==> src/hdl/szp_pkg.sv <==
// ----------------------------------------------------------------------------
// szp_pkg
// Shared widths, fixed-point constants, CORDIC arctangent table and the
// rounding helper of the solar zenith position core.
// ----------------------------------------------------------------------------
package szp_pkg;

	// Parameter defaults
	localparam int ANGLE_FRAC_BITS_DFLT = 13;
	localparam int CORDIC_STAGES_DFLT   = 16;

	// Working precision: 30 fraction bits
	localparam int WF = 30;

	// Field widths
	localparam int DAY_W  = 9;
	localparam int MIN_W  = 11;
	localparam int LAT_W  = 15;
	localparam int DECL_W = 13;
	localparam int HA_W   = 16;
	localparam int COS_W  = 16;
	localparam int ZEN_W  = 15;
	localparam int ALT_W  = 15;
	localparam int AM_W   = 16;

	// Internal widths
	localparam int AW        = 34;  // angles with 30 fraction bits
	localparam int TW        = 32;  // sine and cosine values
	localparam int VW        = 34;  // vectoring CORDIC x/y
	localparam int PD_W      = 36;  // day times radians-per-day product
	localparam int ROOT_BITS = 31;  // square root result
	localparam int N_W       = 61;  // square root radicand
	localparam int RT_W      = 63;  // square root trial term
	localparam int SQ_W      = 29;  // squared Q1.14 cosine
	localparam int DIV_W     = 15;  // air mass divisor
	localparam int Q_BITS    = 23;  // air mass quotient
	localparam int ATAN_DEPTH = 24;

	// Register reset
	localparam logic signed [LAT_W-1:0] LAT_RESET = 15'sd5005;

	// Calendar and clock constants
	localparam logic [DAY_W:0] DAY_OFFSET    = 10'd284;
	localparam logic [DAY_W:0] DAYS_PER_YEAR = 10'd365;
	localparam logic [DAY_W:0] DAYS_TWO_YEAR = 10'd730;
	localparam logic signed [MIN_W-1:0] MIN_LIMIT = 11'sd720;

	// Fixed-point constants (30 fraction bits unless noted)
	localparam logic signed [AW-1:0] Q_PI        = 34'sd3373259426;
	localparam logic signed [AW-1:0] Q_HALF_PI   = 34'sd1686629713;
	localparam logic signed [AW-1:0] Q_TWO_PI    = 34'sd6746518852;
	localparam logic signed [VW-1:0] CORDIC_INV_GAIN = 34'sd652032874;
	localparam logic signed [TW-1:0] DECL_AMP    = 32'sd439460742;
	localparam logic [PD_W-1:0]      RAD_PER_DAY_Q32 = 36'd73934453;
	localparam logic signed [AW-1:0] RAD_PER_MIN = 34'sd4685083;

	// Q1.14 cosine limits and air mass constants
	localparam logic signed [COS_W-1:0] C14_ONE = 16'sd16384;
	localparam logic [SQ_W-1:0]         C14_ONE_SQ = 29'd268435456;
	localparam logic [Q_BITS-1:0]       AM_NUM = 23'd4194304;
	localparam logic [AM_W-1:0]         AM_MAX = 16'd65535;

	// atan(2^-i) with 30 fraction bits
	localparam logic signed [AW-1:0] ATAN_TAB [ATAN_DEPTH] = '{
		34'sd843314857, 34'sd497837829, 34'sd263043837, 34'sd133525159,
		34'sd67021687,  34'sd33543516,  34'sd16775851,  34'sd8388437,
		34'sd4194283,   34'sd2097149,   34'sd1048576,   34'sd524288,
		34'sd262144,    34'sd131072,    34'sd65536,     34'sd32768,
		34'sd16384,     34'sd8192,      34'sd4096,      34'sd2048,
		34'sd1024,      34'sd512,       34'sd256,       34'sd128
	};

	// Shift right by sh, rounding half away from zero (sh >= 1)
	function automatic logic signed [63:0] rnd_shr(input logic signed [63:0] v,
			input int unsigned sh);
		logic signed [63:0] half;
		logic signed [63:0] adj;
		half = 64'sd1 <<< (sh - 1);
		adj  = v + half - ((v < 0) ? 64'sd1 : 64'sd0);
		return adj >>> sh;
	endfunction

endpackage

==> src/hdl/szp_cordic_rot.sv <==
// ----------------------------------------------------------------------------
// szp_cordic_rot
// Pipelined rotation CORDIC: sine and cosine of an angle in (-2pi, 2pi).
// Accepts one angle per cycle while en is high.
// ----------------------------------------------------------------------------
module szp_cordic_rot #(
	parameter int STAGES = szp_pkg::CORDIC_STAGES_DFLT
) (
	input  logic                           clk,
	input  logic                           en,
	input  logic signed [szp_pkg::AW-1:0]  angle,
	output logic signed [szp_pkg::TW-1:0]  sin_val,
	output logic signed [szp_pkg::TW-1:0]  cos_val
);
	import szp_pkg::*;

	localparam int XW = TW + 1;

	logic signed [AW-1:0] wrap_s1;
	logic signed [AW-1:0] fold_s2;
	logic                 neg_s2;
	logic signed [XW-1:0] x_s [STAGES];
	logic signed [XW-1:0] y_s [STAGES];
	logic signed [AW-1:0] z_s [STAGES];
	logic                 neg_s [STAGES];

	// Wrap into [-pi, pi], then fold into [-pi/2, pi/2] with a sign flip
	always_ff @(posedge clk) begin
		if (en) begin
			if (angle > Q_PI) wrap_s1 <= angle - Q_TWO_PI;
			else if (angle < -Q_PI) wrap_s1 <= angle + Q_TWO_PI;
			else wrap_s1 <= angle;
			if (wrap_s1 > Q_HALF_PI) begin
				fold_s2 <= wrap_s1 - Q_PI;
				neg_s2  <= 1'b1;
			end else if (wrap_s1 < -Q_HALF_PI) begin
				fold_s2 <= wrap_s1 + Q_PI;
				neg_s2  <= 1'b1;
			end else begin
				fold_s2 <= wrap_s1;
				neg_s2  <= 1'b0;
			end
		end
	end

	// One micro-rotation per stage
	for (genvar i = 0; i < STAGES; i++) begin : g_iter
		logic signed [XW-1:0] xi, yi;
		logic signed [AW-1:0] zi;
		logic                 ni;
		if (i == 0) begin : g_first
			assign xi = XW'(CORDIC_INV_GAIN);
			assign yi = '0;
			assign zi = fold_s2;
			assign ni = neg_s2;
		end else begin : g_next
			assign xi = x_s[i-1];
			assign yi = y_s[i-1];
			assign zi = z_s[i-1];
			assign ni = neg_s[i-1];
		end
		always_ff @(posedge clk) begin
			if (en) begin
				if (zi >= 0) begin
					x_s[i] <= xi - (yi >>> i);
					y_s[i] <= yi + (xi >>> i);
					z_s[i] <= zi - ATAN_TAB[i];
				end else begin
					x_s[i] <= xi + (yi >>> i);
					y_s[i] <= yi - (xi >>> i);
					z_s[i] <= zi + ATAN_TAB[i];
				end
				neg_s[i] <= ni;
			end
		end
	end

	// Undo the fold
	always_ff @(posedge clk) begin
		if (en) begin
			sin_val <= TW'(neg_s[STAGES-1] ? -y_s[STAGES-1] : y_s[STAGES-1]);
			cos_val <= TW'(neg_s[STAGES-1] ? -x_s[STAGES-1] : x_s[STAGES-1]);
		end
	end

endmodule

==> config.mk <==
export PLATFORM = sky130hd
export DESIGN_NAME = szp_cordic_rot
export DESIGN_NICKNAME = d
export VERILOG_FILES = /design/src/hdl/szp_pkg.sv /design/src/hdl/szp_cordic_rot.sv
export SDC_FILE = /design/constraint.sdc
export NUM_CORES = 2
export LEC_CHECK = 0
export BUFFER_PORTS_ARGS = -buffer_cell sky130_fd_sc_hd__buf_2
export CORE_MARGIN = 5
export CORE_UTILIZATION = 50
export CTS_CLUSTER_SIZE = 40
export DETAILED_ROUTE_END_ITERATION = 6
export HOLD_SLACK_MARGIN = 0.12
export PLACE_DENSITY = 0.68
export SYNTH_ARGS = -nofsm -noshare
export SYNTH_HDL_FRONTEND = slang
export SYNTH_SLANG_ARGS = --single-unit
==> constraint.sdc <==
create_clock -name clk -period 6.68 [get_ports clk]
set_clock_uncertainty 0.15 [all_clocks]
set_input_delay 1.336 -clock clk [delete_from_list [all_inputs] [get_ports clk]]
set_output_delay 1.336 -clock clk [all_outputs]
set_load 0.005 [all_outputs]
==> Yosys cells after proc, flatten, opt, wreduce, memory -nomap -nowiden <==
Memory sizes are Yosys's and may differ from the RTL's.
Cells that the tools add are included.
{ "word_totals": {"n_memories": 4, "wordCells": 328, "ram_bits": 1616, "reg_bits": 133, "in_bits": 36, "out_inout_bits": 64} }
{ "op_classes": {"addsub": 98, "muxes": 153, "n_lt_le_gt_ge": 20, "bitwise_logic": 48} }
{ "memory_table": {"columns": ["memory", "depth", "word_bits", "rd", "rd_ports_with_merged_regs", "write_ports", "line_no", "source"], "rows": [
  ["z_s", 16, 34, 15, 0, 16, "szp_cordic_rot.sv:24", "logic signed [AW-1:0] z_s [STAGES];"],
  ["x_s", 16, 33, 16, 0, 16, "szp_cordic_rot.sv:22", "logic signed [XW-1:0] x_s [STAGES];"],
  ["y_s", 16, 33, 16, 0, 16, "szp_cordic_rot.sv:23", "logic signed [XW-1:0] y_s [STAGES];"],
  ["neg_s", 16, 1, 16, 0, 16, "szp_cordic_rot.sv:25", "logic neg_s [STAGES];"]
]} }
{ "ops": {"columns": ["cell", "count"], "rows": [
  ["$mux 33", 32],
  ["$mux 34", 20],
  ["$ge 34x1->1 const B", 16],
  ["$mux 1", 99],
  ["$add 34x22->34 const B", 2],
  ["$sub 34x22->34 const B", 2],
  ["$add 33x18->33", 2],
  ["$add 33x19->33", 2],
  ["$add 33x20->33", 2],
  ["$add 33x21->33", 2],
  ["$add 33x22->33", 2],
  ["$add 33x23->33", 2],
  ["$add 33x24->33", 2],
  ["$add 33x25->33", 2],
  ["$add 33x26->33", 2],
  ["$add 33x27->33", 2],
  ["$add 33x28->33", 2],
  ["$add 33x29->33", 2],
  ["$add 33x30->33", 2],
  ["$add 33x31->33", 2],
  ["$add 33x32->33", 2],
  ["$sub 33x18->33", 2],
  ["$sub 33x19->33", 2],
  ["$sub 33x20->33", 2],
  ["51 further kinds", 112]
]} }

==> Logic depth before layout (Yosys ltp) <==
An unclocked memory read counts as a cell.
{ "logic_depth": {"ltp_word": 6, "ltp_mapped": 24, "mapped_depth_nobuf": 21} }

==> Worst setup path before layout <==
No wires, ideal clock.
{ "synth_timing": {"path_type": "input -> register", "start": "in en", "end": "mem x_s[0][164] (netlist bit), data pin", "slack_ps": 180, "setup_ps": 259, "stages": 23, "n_path_buf": 7, "required_ps": 6271, "arrival_ps": 6090, "cell_sequence": "buf_4 -> and2_1 -> clkbuf_1 -> clkbuf_1 -> inv_2 -> clkbuf_1 -> clkbuf_1 -> clkbuf_1 -> buf_1 -> o31ai_1 -> xnor2_1 -> ha_1 -> o21a_1 -> o31a_1 -> o21ai_0 -> o21ai_1 -> a31oi_1 -> o31ai_1 -> a41oi_1 -> a211oi_1 -> a211o_1 -> a21oi_1 -> xnor2_1"} }
{ "synth_rtl": {"columns": ["item", "line_no", "source"], "rows": [
  ["from (decl)", "szp_cordic_rot.sv:10", "input logic en,"],
  ["to (decl)", "szp_cordic_rot.sv:22", null]
]} }

==> metrics.cfg <==
[outcome]
outcome=complete, no violations

[timing]
rsz0062_at_grt=no
final.period_utilization_pct=84.4
slew_headroom_pct=27.7
setup_viol_count_final=0
hold_viol=0
clock.fmax_ghz=0.177
setup_ws_ns=1.04
tns_ns=0
period_needed_ns=5.64
final_max_slew_viol_count=0
worst_pin_slew_ns=1.08

[floorplanning]
design.die.area_mm2=0.261
die_w_um=511
rows=183
die_height_um=511
start_util_pct=50.3
core-area_mm2=0.249
ios=100

[route]
num_vias=97800
routed_via_density=5.84
detail-route-antenna-nets=0
drt_iter0_drc=7014
routed_wirelength_um=303000
wl_per_cell_um=18.1
firstDrtPassIters=6
drc=0

[logic_synthesis]
synth-main-ff-cell=edfxtp_1
synth_common_cells=edfxtp_1 (1,510), xnor2_1 (1,336), a21oi_1 (1,280), ha_1 (1,159), nor2_1 (1,032)
ys_ff_latch=1510
synth.top_cell.area_share_pct=36.2
synth_top_family_by_area=compound AO/OA/AOI/OAI gates
muxShareOfSynthArea_pct=0.847
yosys.area_share.simple_pct=13.7
seq_area_frac_synth_pct=36.2
yosysWarnings=0
synthesis.area_mm2=0.125
yosysTopAreaCell=edfxtp_1
synthAdderAreaFrac_pct=12.3
synth.most_common_cell=edfxtp_1
synth_edf_count=1510
synth.net_count=14600
synth_area_leaders=edfxtp_1 (36%), ha_1 (12%), xnor2_1 (9.3%), a21oi_1 (5.1%), xor2_1 (4.3%)
synth_xor_area_share_pct=13.7
synth_compound_area_share_pct=20.3
syn_avg_cell_area_um2=9.41
synth-async-reset-ratio_pct=0
synthCells=13300
synth_cell_types=103

[global_routing]
grt_pass1_vias=91700
overflow=0
gr-usage-all-layers_pct=22.3
grt_max_degree=180
antenna_found_initial=3
grt_pass1_wl_um=486000

[worst_setup_path]
r2r-start=x_s[1][10]
cp-start-kind=flop
cp_max_fo=6
cp.arrival_ns=6.05
required_ns=7.10
endpoint_kind=flop
startpoint=x_s[1][10]
crit_type=reg2reg

[final_layout]
fill_cells=22600
layout-area-overhead-vs-synth_pct=7.88
stdcell_area_mm2=0.135
instances_no_fill=16800
drive_above_1_share_pct=4.78
fin_nets=14500

[clock_network]
clockRootBuffer=clkbuf_16
insertion_delay_ns=0.83
htree_levels=4
tritoncts=built
cts_max_path_buffers=3
postCtsSetupBuffers=0
cts.sinks=1510
post_cts_resized=0
cts_buffers=175
path_clk_slew_ns=0.06
hold_buffers=0

[placed_design]
place.gp.congestion=0.933
post-place-ws_ns=0.544
placed_area_mm2=0.129
io_buffers=99
hpwl_um=236000
dp_cells=16400

[hold_path]
worstHoldStart=neg_s[1][5]
hold_class=reg2reg

[job]
maxCapViolCount=0

==> worst paths after layout <==
kind / endpoint / slack [ns] / cells after the start
worst max register to register: y_s[1][62] / 1.04 / 19
worst max-delay path: y_s[1][62] / 1.04 / 19
worst min register to register: neg_s[1][6] / 0.27 / 0
worst min-delay path: neg_s[1][6] / 0.27 / 0
==> logic make-up after synthesis <==
logic type / count (synthesis)
xor+xnor: 1954
mux: 101
buf+inv: 1000
compound gates: 4004
fa+ha+maj: 1214
simple gates: 3544
flops: 1510
==> sequential cells by signal (all words and copies together) (netlist names) <==
| name | cells |
|---|---|
| fold_s2 | 34 |
| y_s | 495 |
| sin_val | 32 |
| g_iter.ni | 1 |
| neg_s | 16 |
| z_s | 397 |
| wrap_s1 | 34 |
| cos_val | 32 |
| x_s | 469 |
==> per-stage QoR <==
step | hold slack [ns] | util (%)
floorplan | 0.250 | -
global placement | 0.251 | 51.9
detailed placement | 0.256 | 51.9
CTS | 0.266 | 54.3
global route | 0.273 | 54.3
finish | 0.265 | 54.3
==> worst max-delay path, stage by stage, from the launching register on <==
cell and delay (ns):
edfxtp_1 0.47, inv_1 0.11, ha_1 0.19, nor3b_1 0.63, nand2_1 0.18, or4_1 0.52, nor2_1 0.25, nor2_1 0.08
xnor2_1 0.27, ha_1 0.36, a21o_1 0.21, a21o_1 0.17, a221oi_1 0.38, nor2b_1 0.09, a21oi_1 0.20, a21oi_1 0.14
o31ai_1 0.32, nand2b_1 0.17, and4b_1 0.23, a311o_1 0.28
==> layout by cell type (no fill, tap or decap), types with 60 or more instances in the layout <==
| cell | netlist | layout |
|---|---|---|
| o31ai_1 | 175 | 175 |
| ha_1 | 1159 | 1159 |
| or3_1 | 108 | 108 |
| clkbuf_16 | 0 | 177 |
| o21ai_0 | 730 | 730 |
| nand2_1 | 805 | 805 |
| xor2_1 | 617 | 617 |
| nor2_1 | 1032 | 1032 |
| and3_1 | 154 | 154 |
| nor3_1 | 312 | 312 |
| nor4_1 | 101 | 101 |
| inv_1 | 559 | 559 |
| o21bai_1 | 126 | 126 |
| buf_4 | 2 | 100 |
| edfxtp_1 | 1510 | 1510 |
| a21oi_1 | 1280 | 1279 |
| nor2b_1 | 154 | 154 |
| o211ai_1 | 70 | 70 |
| a211oi_1 | 118 | 118 |
| o21a_1 | 177 | 177 |
| buf_2 | 9 | 98 |
| o41ai_1 | 61 | 61 |
| mux2i_1 | 60 | 60 |
| a21o_1 | 547 | 547 |
| nand2b_1 | 190 | 190 |
| nand3_1 | 252 | 252 |
| nand4_1 | 114 | 114 |
| xnor2_1 | 1336 | 1336 |
| a31oi_1 | 138 | 138 |
==> final cells by class <==
type / count / area (um^2) / area share, %
Antenna cell: 1 / 2.50 / 0.00185
Multi-Input combinational cell: 10800 / 76300 / 56.4
Timing Repair Buffer: 205 / 1380 / 1.02
Clock buffer: 207 / 4540 / 3.36
Tap cell: 3330 / 4170 / 3.08
Clock inverter: 118 / 1430 / 1.06
Sequential cell: 1510 / 45300 / 33.5
Inverter: 572 / 2150 / 1.59
==> metal layers <==
| layer | part of all wire, % | up-vias | global-route usage, % |
|---|---|---|---|
| met4 | 3.4 | 2 | 7.16 |
| met1 | 44 | 45700 | 29.1 |
| li1 | - | 49300 | - |
| met3 | 4.2 | 562 | 2.24 |
| met2 | 48 | 2323 | 38.8 |
| met5 | 0.0033 | - | 0 |
Power is not shown: default switching activity piles up to over one toggle a cycle in this logic, so the estimate is an artifact.
