### config.mk
export PLATFORM = sky130hd
export DESIGN_NAME = szp_cordic_vec
export DESIGN_NICKNAME = d
export VERILOG_FILES = /design/src/hdl/szp_pkg.sv /design/src/hdl/szp_cordic_vec.sv
export SDC_FILE = /design/constraint.sdc
export NUM_CORES = 2
export LEC_CHECK = 0
export BUFFER_PORTS_ARGS = -buffer_cell sky130_fd_sc_hd__buf_2
export CORE_ASPECT_RATIO = 1.1
export CORE_MARGIN = 4
export CORE_UTILIZATION = 60
export CTS_BUF_LIST = sky130_fd_sc_hd__clkbuf_4
export DETAILED_ROUTE_END_ITERATION = 10
export PLACE_DENSITY = 0.83
export SLEW_MARGIN = 20
export SYNTH_ARGS = -nofsm -noshare
export SYNTH_HDL_FRONTEND = slang
export SYNTH_SLANG_ARGS = --single-unit
### constraint.sdc
create_clock -name clk -period 15.9 [get_ports clk]
set_clock_uncertainty 0.15 [all_clocks]
set_input_delay 3.18 -clock clk [delete_from_list [all_inputs] [get_ports clk]]
set_output_delay 3.18 -clock clk [all_outputs]
set_load 0.02 [all_outputs]
### src/hdl/szp_pkg.sv
// ----------------------------------------------------------------------------
// szp_pkg
// Shared widths, fixed-point constants, CORDIC arctangent table and the
// rounding helper of the solar zenith position core.
// ----------------------------------------------------------------------------
package szp_pkg;

	// Parameter defaults
	localparam int ANGLE_FRAC_BITS_DFLT = 13;
	localparam int CORDIC_STAGES_DFLT   = 16;

	// Working precision: 30 fraction bits
	localparam int WF = 30;

	// Field widths
	localparam int DAY_W  = 9;
	localparam int MIN_W  = 11;
	localparam int LAT_W  = 15;
	localparam int DECL_W = 13;
	localparam int HA_W   = 16;
	localparam int COS_W  = 16;
	localparam int ZEN_W  = 15;
	localparam int ALT_W  = 15;
	localparam int AM_W   = 16;

	// Internal widths
	localparam int AW        = 34;  // angles with 30 fraction bits
	localparam int TW        = 32;  // sine and cosine values
	localparam int VW        = 34;  // vectoring CORDIC x/y
	localparam int PD_W      = 36;  // day times radians-per-day product
	localparam int ROOT_BITS = 31;  // square root result
	localparam int N_W       = 61;  // square root radicand
	localparam int RT_W      = 63;  // square root trial term
	localparam int SQ_W      = 29;  // squared Q1.14 cosine
	localparam int DIV_W     = 15;  // air mass divisor
	localparam int Q_BITS    = 23;  // air mass quotient
	localparam int ATAN_DEPTH = 24;

	// Register reset
	localparam logic signed [LAT_W-1:0] LAT_RESET = 15'sd5005;

	// Calendar and clock constants
	localparam logic [DAY_W:0] DAY_OFFSET    = 10'd284;
	localparam logic [DAY_W:0] DAYS_PER_YEAR = 10'd365;
	localparam logic [DAY_W:0] DAYS_TWO_YEAR = 10'd730;
	localparam logic signed [MIN_W-1:0] MIN_LIMIT = 11'sd720;

	// Fixed-point constants (30 fraction bits unless noted)
	localparam logic signed [AW-1:0] Q_PI        = 34'sd3373259426;
	localparam logic signed [AW-1:0] Q_HALF_PI   = 34'sd1686629713;
	localparam logic signed [AW-1:0] Q_TWO_PI    = 34'sd6746518852;
	localparam logic signed [VW-1:0] CORDIC_INV_GAIN = 34'sd652032874;
	localparam logic signed [TW-1:0] DECL_AMP    = 32'sd439460742;
	localparam logic [PD_W-1:0]      RAD_PER_DAY_Q32 = 36'd73934453;
	localparam logic signed [AW-1:0] RAD_PER_MIN = 34'sd4685083;

	// Q1.14 cosine limits and air mass constants
	localparam logic signed [COS_W-1:0] C14_ONE = 16'sd16384;
	localparam logic [SQ_W-1:0]         C14_ONE_SQ = 29'd268435456;
	localparam logic [Q_BITS-1:0]       AM_NUM = 23'd4194304;
	localparam logic [AM_W-1:0]         AM_MAX = 16'd65535;

	// atan(2^-i) with 30 fraction bits
	localparam logic signed [AW-1:0] ATAN_TAB [ATAN_DEPTH] = '{
		34'sd843314857, 34'sd497837829, 34'sd263043837, 34'sd133525159,
		34'sd67021687,  34'sd33543516,  34'sd16775851,  34'sd8388437,
		34'sd4194283,   34'sd2097149,   34'sd1048576,   34'sd524288,
		34'sd262144,    34'sd131072,    34'sd65536,     34'sd32768,
		34'sd16384,     34'sd8192,      34'sd4096,      34'sd2048,
		34'sd1024,      34'sd512,       34'sd256,       34'sd128
	};

	// Shift right by sh, rounding half away from zero (sh >= 1)
	function automatic logic signed [63:0] rnd_shr(input logic signed [63:0] v,
			input int unsigned sh);
		logic signed [63:0] half;
		logic signed [63:0] adj;
		half = 64'sd1 <<< (sh - 1);
		adj  = v + half - ((v < 0) ? 64'sd1 : 64'sd0);
		return adj >>> sh;
	endfunction

endpackage

### src/hdl/szp_cordic_vec.sv
// ----------------------------------------------------------------------------
// szp_cordic_vec
// Pipelined vectoring CORDIC: angle of the vector (x, y), x >= 0.
// One vector per cycle while en is high; the angle comes from the last stage.
// ----------------------------------------------------------------------------
module szp_cordic_vec #(
	parameter int STAGES = szp_pkg::CORDIC_STAGES_DFLT
) (
	input  logic                          clk,
	input  logic                          en,
	input  logic signed [szp_pkg::VW-1:0] x_in,
	input  logic signed [szp_pkg::VW-1:0] y_in,
	output logic signed [szp_pkg::AW-1:0] angle
);
	import szp_pkg::*;

	logic signed [VW-1:0] x_s [STAGES];
	logic signed [VW-1:0] y_s [STAGES];
	logic signed [AW-1:0] z_s [STAGES];

	// Drive y toward zero, accumulating the rotation
	for (genvar i = 0; i < STAGES; i++) begin : g_iter
		logic signed [VW-1:0] xi, yi;
		logic signed [AW-1:0] zi;
		if (i == 0) begin : g_first
			assign xi = x_in;
			assign yi = y_in;
			assign zi = '0;
		end else begin : g_next
			assign xi = x_s[i-1];
			assign yi = y_s[i-1];
			assign zi = z_s[i-1];
		end
		always_ff @(posedge clk) begin
			if (en) begin
				if (yi >= 0) begin
					x_s[i] <= xi + (yi >>> i);
					y_s[i] <= yi - (xi >>> i);
					z_s[i] <= zi + ATAN_TAB[i];
				end else begin
					x_s[i] <= xi - (yi >>> i);
					y_s[i] <= yi + (xi >>> i);
					z_s[i] <= zi - ATAN_TAB[i];
				end
			end
		end
	end

	assign angle = z_s[STAGES-1];

endmodule

Word-level counts from Yosys, hierarchy flattened
Memories as Yosys holds them, arrays and structs flattened. Index checks and enable logic that the tools add are counted.

Bits in registers: 0. Bits in latches: 0. Bits in writable memories: 1632. Bits in read-only memories: 0. Bits of input ports: 70. Output and inout port bits: 34. Word-level logic and storage cells: 304. Memories: 3.

Add/sub/neg operators: 93. $mul: 0. Div/mod/pow operators: 0. Magnitude comparators: 16. Equal/unequal tests: 0. Shifts and indexed selects: 0. Muxes and demuxes: 144. Bitwise gates (word level): 48. Reduce and logical (&&, ||, !) cells: 0.

Memories: x_s (words 16, bits a word 34, rd ports 15, clocked after memory_dff 0, wr ports 16, RTL line szp_cordic_vec.sv:17) `logic signed [VW-1:0] x_s [STAGES];`; y_s (words 16, bits a word 34, rd ports 15, clocked after memory_dff 0, wr ports 16, RTL line szp_cordic_vec.sv:18) `logic signed [VW-1:0] y_s [STAGES];`; z_s (words 16, bits a word 34, rd ports 16, clocked after memory_dff 0, wr ports 16, RTL line szp_cordic_vec.sv:19) `logic signed [AW-1:0] z_s [STAGES];`.

Operators by type and width (count): 34-bit two-way mux (48); 34-bit by 1-bit >= comparator with 1-bit output (second input constant) (16); 1-bit two-way mux (96); 34-bit by 19-bit adder with 34-bit output (2); 34-bit by 20-bit adder with 34-bit output (2); 34-bit by 21-bit adder with 34-bit output (2); 34-bit by 22-bit adder with 34-bit output (2); 34-bit by 22-bit adder with 34-bit output (second input constant) (2); 34-bit by 23-bit adder with 34-bit output (2); 34-bit by 24-bit adder with 34-bit output (2); 34-bit by 25-bit adder with 34-bit output (2); 34-bit by 26-bit adder with 34-bit output (2); 34-bit by 27-bit adder with 34-bit output (2); 34-bit by 28-bit adder with 34-bit output (2); 34-bit by 29-bit adder with 34-bit output (2); 34-bit by 30-bit adder with 34-bit output (2); 34-bit by 31-bit adder with 34-bit output (2); 34-bit by 32-bit adder with 34-bit output (2); 34-bit by 33-bit adder with 34-bit output (2); 34-bit by 19-bit subtractor with 34-bit output (2); 34-bit by 20-bit subtractor with 34-bit output (2); 34-bit by 21-bit subtractor with 34-bit output (2); 34-bit by 22-bit subtractor with 34-bit output (2); 34-bit by 22-bit subtractor with 34-bit output (second input constant) (2); 40 further kinds (99).

Logic depth before layout (Yosys ltp)
An unclocked memory read counts as a cell.

Depth after elaboration: 6. Mapped depth: 22.

Worst setup path after synthesis
No wires, ideal clock.

Kind: input -> register. Start: in en. End: mem x_s[7][32], in the netlist x_s[0][270] (data pin). Library setup time: 0.258 ns. Arrival: 7.372 ns. Slack: 8.121 ns. Stages on the path: 19. Buffers on the path: 3. Path through: clkbuf_1 -> nand2_1 -> inv_1 -> clkbuf_1 -> clkbuf_1 -> nor2_1 -> xnor2_1 -> ha_1 -> nor2b_1 -> o31a_1 -> o41ai_1 -> o41ai_1 -> o221a_2 -> a221o_1 -> a41oi_1 -> o21ai_1 -> a21o_1 -> a21oi_1 -> xnor2_1.

RTL lines: start: declaration (RTL line szp_cordic_vec.sv:10) `input logic en,`; end: declaration (RTL line szp_cordic_vec.sv:17).

==> flow_metrics.py <==
metrics = {
    "run_status": {
        "run_status": "complete, no violations",
    },
    "worst_setup_path": {
        "crit_path_cell_trace": "buf_12 > buf_4 > buf_4 > nand2_2 > buf_4 > clkinv_1 > buf_4 > ha_1 > inv_1 > fa_1 > nor2b_1 > o21ai_0 > nand3b_1 > a311oi_1 > o21ai_1 > a211oi_1 > o21bai_1 > a21oi_1 > o31a_1 > o31ai_1 > xor2_1",
        "worstPathBufferInverterCount": 7,
        "cp_max_fo": 55,
        "arrival_ps": 9000,
        "critPathCaptureType": "flip-flop",
        "worst_ep_required_time_ps": 16840,
        "timing.critical_path.slowest_stage_cell": "sky130_fd_sc_hd__clkinv_1",
        "timing.critical_path.from_type": "input pin",
        "cp_common_cell": "sky130_fd_sc_hd__buf_4",
        "critical_path.top_delay_family": "buffers and inverters",
        "crit_path_max_incr_delay_ps": 640,
        "reg2reg_to": "x_s[1][133]$_DFFE_PP_",
        "reg2reg_depth": 17,
        "kind_of_critical_path": "input pin to flip-flop",
        "reg2reg_setup_slack_ps": 9580,
        "regToRegStartpoint": "y_s[1][82]$_DFFE_PP_",
    },
    "sta": {
        "postLayoutSetupSlackWorst_ps": 7846,
        "rsz0062_at_grt": "false",
        "drv_slew": 0,
        "fmax_mhz": 124.2,
        "timing_hold_violations_final": 0,
        "timing.max_slew.rel_slack": 0.3189,
        "worstMarginPinSlew_ps": 1008,
        "timing.final.setup_violations": 0,
        "finalCriticalPeriod_ps": 8054,
        "min_period_over_period": 0.5065,
        "setup_tns_ps": 0,
    },
    "clocking": {
        "cts_root_buffer": "sky130_fd_sc_hd__clkbuf_4",
        "cts-buffers-inserted": 389,
        "postCtsHoldBufs": 0,
        "cts_post_setup_buffers_inserted": 0,
        "clkTransAtPathRegs_ps": 70,
        "cts.repair.resized": 0,
        "cts_sinks": 1434,
        "clock_path_buffers": 4,
        "insertion_delay_ps": 1470,
        "cts_tree": "done",
        "htree_num_levels": 5,
    },
    "floorplan": {
        "design.portCount": 104,
        "rows": 172,
        "initial_util": 0.6042,
        "die-area_um2": 208800,
        "dieWidth_um": 436.0,
        "floorplan.die.height_um": 478.9,
        "coreArea_um2": 200100,
    },
    "grt": {
        "overflow": 0,
        "first_global_vias": 96995,
        "grtUsageTotal": 0.2942,
        "largest_net_degree_at_the_start_of_global_routing": 187,
        "grt_first_pass_wirelength_um": 503000,
        "grt_antenna_before_repair": 5,
    },
    "hold_path": {
        "min_path_cells": 0,
        "hold_end": "z_s[1][119]$_DFFE_PP_",
        "holdCritPathClass": "flip-flop to flip-flop",
        "worstHoldStart": "z_s[1][85]$_DFFE_PP_",
    },
    "job": {
        "max-cap-violations": 0,
    },
    "yosys": {
        "postSynthAreaPerCell_um2": 9.491,
        "synthesis.nets": 14222,
        "share_of_flip_flops_with_an_asynchronous_set_or_reset_after_synthesis": 0,
        "seq_area_frac_synth": 0.3561,
        "syn-instance-count": 12741,
        "yosysWarnings": 0,
        "yosys_register_bits": 1434,
        "synth.distinct_cells": 95,
        "ys_top_cells_by_area": "sky130_fd_sc_hd__edfxtp_1 (36%), sky130_fd_sc_hd__ha_1 (14%), sky130_fd_sc_hd__xnor2_1 (8.4%), sky130_fd_sc_hd__a21oi_1 (5.1%), sky130_fd_sc_hd__xor2_1 (4.4%)",
        "synth_area_leader_cell": "sky130_fd_sc_hd__edfxtp_1",
        "post-synth-top-area-fraction": 0.3561,
        "synthesis.area_um2": 120900,
        "synth_enable_flop_cells": 1434,
        "synth-main-ff-cell": "sky130_fd_sc_hd__edfxtp_1",
    },
    "cells_and_area": {
        "finish.net_count": 14557,
        "final_core_utilization": 0.6455,
        "area_delta_synth_final_pct": 6.832,
        "layout.cells.non_filler": 15966,
        "drive_gt1_frac": 0.06422,
    },
    "routing": {
        "drtAntennaViolNets": 0,
        "detail_route.drc_violations": 0,
        "detailed_router_s_first_iteration_violation_count": 8024,
        "wl_per_cell_um": 19.98,
        "route.final.wire_length_um": 319100,
        "drt-vias-per-instance": 6.250,
        "route.vias.total": 99783,
        "drt_pre_antenna_iters": 8,
    },
    "placement": {
        "detailedPlace.worstSlack_ps": 6607,
        "routability_congestion": 0.9885,
        "place.port_buffers": 102,
        "dp.final_hpwl_um": 250400,
        "dpl.cell_count": 15295,
    },
}
[worst max path at each step]
stage          start                    end  depth (start not counted)
3_3_place_gp      en   y_s[0][99]$_DFFE_PP_                         20
5_1_grt           en   y_s[0][99]$_DFFE_PP_                         20
2_1_floorplan     en  x_s[0][270]$_DFFE_PP_                         19
4_1_cts           en   z_s[0][99]$_DFFE_PP_                         21
3_5_place_dp      en   z_s[0][99]$_DFFE_PP_                         21
6_report          en   z_s[0][99]$_DFFE_PP_                         21
[through the flow]
stage                     hold slack, ps  cell area, um2
after floorplan                    250.3          120900
after global placement             250.8          124400
after detailed placement           254.5          124400
after CTS                          199.9          129200
after global routing               214.3          129200
final                              199.1          129200
[synthesized netlist by cell type (41+ instances only)]
master,count
sky130_fd_sc_hd__a21o_1,552
sky130_fd_sc_hd__a211oi_1,88
sky130_fd_sc_hd__inv_1,626
sky130_fd_sc_hd__xnor2_1,1166
sky130_fd_sc_hd__o211ai_1,52
sky130_fd_sc_hd__nand3_1,213
sky130_fd_sc_hd__a31oi_1,107
sky130_fd_sc_hd__and3_1,103
sky130_fd_sc_hd__nor2_1,978
sky130_fd_sc_hd__o21ai_0,719
sky130_fd_sc_hd__xor2_1,612
sky130_fd_sc_hd__o21ai_1,75
sky130_fd_sc_hd__clkbuf_1,182
sky130_fd_sc_hd__a21boi_0,47
sky130_fd_sc_hd__ha_1,1369
sky130_fd_sc_hd__or4_1,43
sky130_fd_sc_hd__o31ai_1,160
sky130_fd_sc_hd__nand2_1,816
sky130_fd_sc_hd__or3_1,110
sky130_fd_sc_hd__nor3_1,308
sky130_fd_sc_hd__a21oi_1,1238
sky130_fd_sc_hd__o31a_1,46
sky130_fd_sc_hd__o21a_1,178
sky130_fd_sc_hd__fa_1,42
sky130_fd_sc_hd__nor4_1,88
sky130_fd_sc_hd__o21bai_1,129
sky130_fd_sc_hd__nand3b_1,41
sky130_fd_sc_hd__and2_1,62
sky130_fd_sc_hd__nand4_1,83
sky130_fd_sc_hd__edfxtp_1,1434
sky130_fd_sc_hd__nor2b_1,192
sky130_fd_sc_hd__nand2b_1,249
sky130_fd_sc_hd__o41ai_1,65
[worst register-to-register path, stage by stage (launching register included)]
cell and delay (ps):
sky130_fd_sc_hd__edfxtp_1 540, sky130_fd_sc_hd__or3_1 460, sky130_fd_sc_hd__or3b_2 500, sky130_fd_sc_hd__nor3_1 450, sky130_fd_sc_hd__nand2_1 460, sky130_fd_sc_hd__o21ai_0 330, sky130_fd_sc_hd__xor2_1 380, sky130_fd_sc_hd__ha_1 300
sky130_fd_sc_hd__and3_1 220, sky130_fd_sc_hd__nand2_1 90, sky130_fd_sc_hd__or3_1 370, sky130_fd_sc_hd__a311oi_1 700, sky130_fd_sc_hd__o31ai_1 290, sky130_fd_sc_hd__o21a_1 260, sky130_fd_sc_hd__a21oi_1 220, sky130_fd_sc_hd__a21o_1 150
sky130_fd_sc_hd__a21oi_1 70, sky130_fd_sc_hd__xnor2_1 120
[cells by family after synthesis]
| kind of cell | count (synthesis) | synth area share |
|---|---|---|
| buf+inv | 851 | 0.02652 |
| fa+ha+maj | 1411 | 0.1486 |
| compound gates | 3780 | 0.1968 |
| other cells | 1 | 0.00003101 |
| flops | 1434 | 0.3561 |
| mux | 72 | 0.006311 |
| xor+xnor | 1778 | 0.1288 |
| simple gates | 3414 | 0.1369 |
[sequential cells by signal, summed over array words and instances, names as in the netlist]
name / cells
x_s: 462
y_s: 476
z_s: 496
[routing by layer]
metal / track usage / up-vias / routed length, um
met5: 0 / - / 27
met2: 0.5179 / 3616 / 157000
li1: - / 47954 / -
met3: 0.04629 / 1018 / 19180
met4: 0.1657 / 4 / 19030
met1: 0.3415 / 47191 / 123900
[final cells by class]
type / count / area (um2)
fillers: 16173 / 70950
clock buffers: 513 / 3851
clock inverters: 147 / 949.7
multi-input cells: 10456 / 74670
flip-flops and latches: 1434 / 43060
well taps: 2610 / 3266
diodes: 11 / 27.53
repair buffers: 160 / 977.2
inverters: 635 / 2384
[layout by cell type, fill, tap and decap left out, types with 34 or more instances in the layout]
master and instances:
sky130_fd_sc_hd__or4_1 43, sky130_fd_sc_hd__o21ai_0 719, sky130_fd_sc_hd__o21bai_1 129, sky130_fd_sc_hd__inv_1 625, sky130_fd_sc_hd__o31ai_1 160, sky130_fd_sc_hd__nand2b_1 249, sky130_fd_sc_hd__nand4_1 83, sky130_fd_sc_hd__o211ai_1 52
sky130_fd_sc_hd__nor2_1 978, sky130_fd_sc_hd__or3_1 110, sky130_fd_sc_hd__nand3_1 213, sky130_fd_sc_hd__clkbuf_4 513, sky130_fd_sc_hd__o41ai_1 65, sky130_fd_sc_hd__buf_4 56, sky130_fd_sc_hd__xnor2_1 1166, sky130_fd_sc_hd__clkinv_2 35
sky130_fd_sc_hd__clkinv_1 95, sky130_fd_sc_hd__fa_1 42, sky130_fd_sc_hd__mux2i_1 38, sky130_fd_sc_hd__nand3b_1 41, sky130_fd_sc_hd__nor2b_1 192, sky130_fd_sc_hd__a31oi_1 107, sky130_fd_sc_hd__nor3_1 308, sky130_fd_sc_hd__nand2_1 811
sky130_fd_sc_hd__and3_1 103, sky130_fd_sc_hd__o21ai_1 75, sky130_fd_sc_hd__a21o_1 552, sky130_fd_sc_hd__o21a_1 178, sky130_fd_sc_hd__buf_2 101, sky130_fd_sc_hd__a211oi_1 88, sky130_fd_sc_hd__a21boi_0 47, sky130_fd_sc_hd__edfxtp_1 1434
sky130_fd_sc_hd__nor4_1 88, sky130_fd_sc_hd__mux2_2 34, sky130_fd_sc_hd__a21oi_1 1238, sky130_fd_sc_hd__and2_1 62, sky130_fd_sc_hd__ha_1 1369, sky130_fd_sc_hd__o31a_1 46, sky130_fd_sc_hd__xor2_1 612
Power is not shown: default switching activity piles up to over one toggle a cycle in this logic, so the estimate is an artifact.
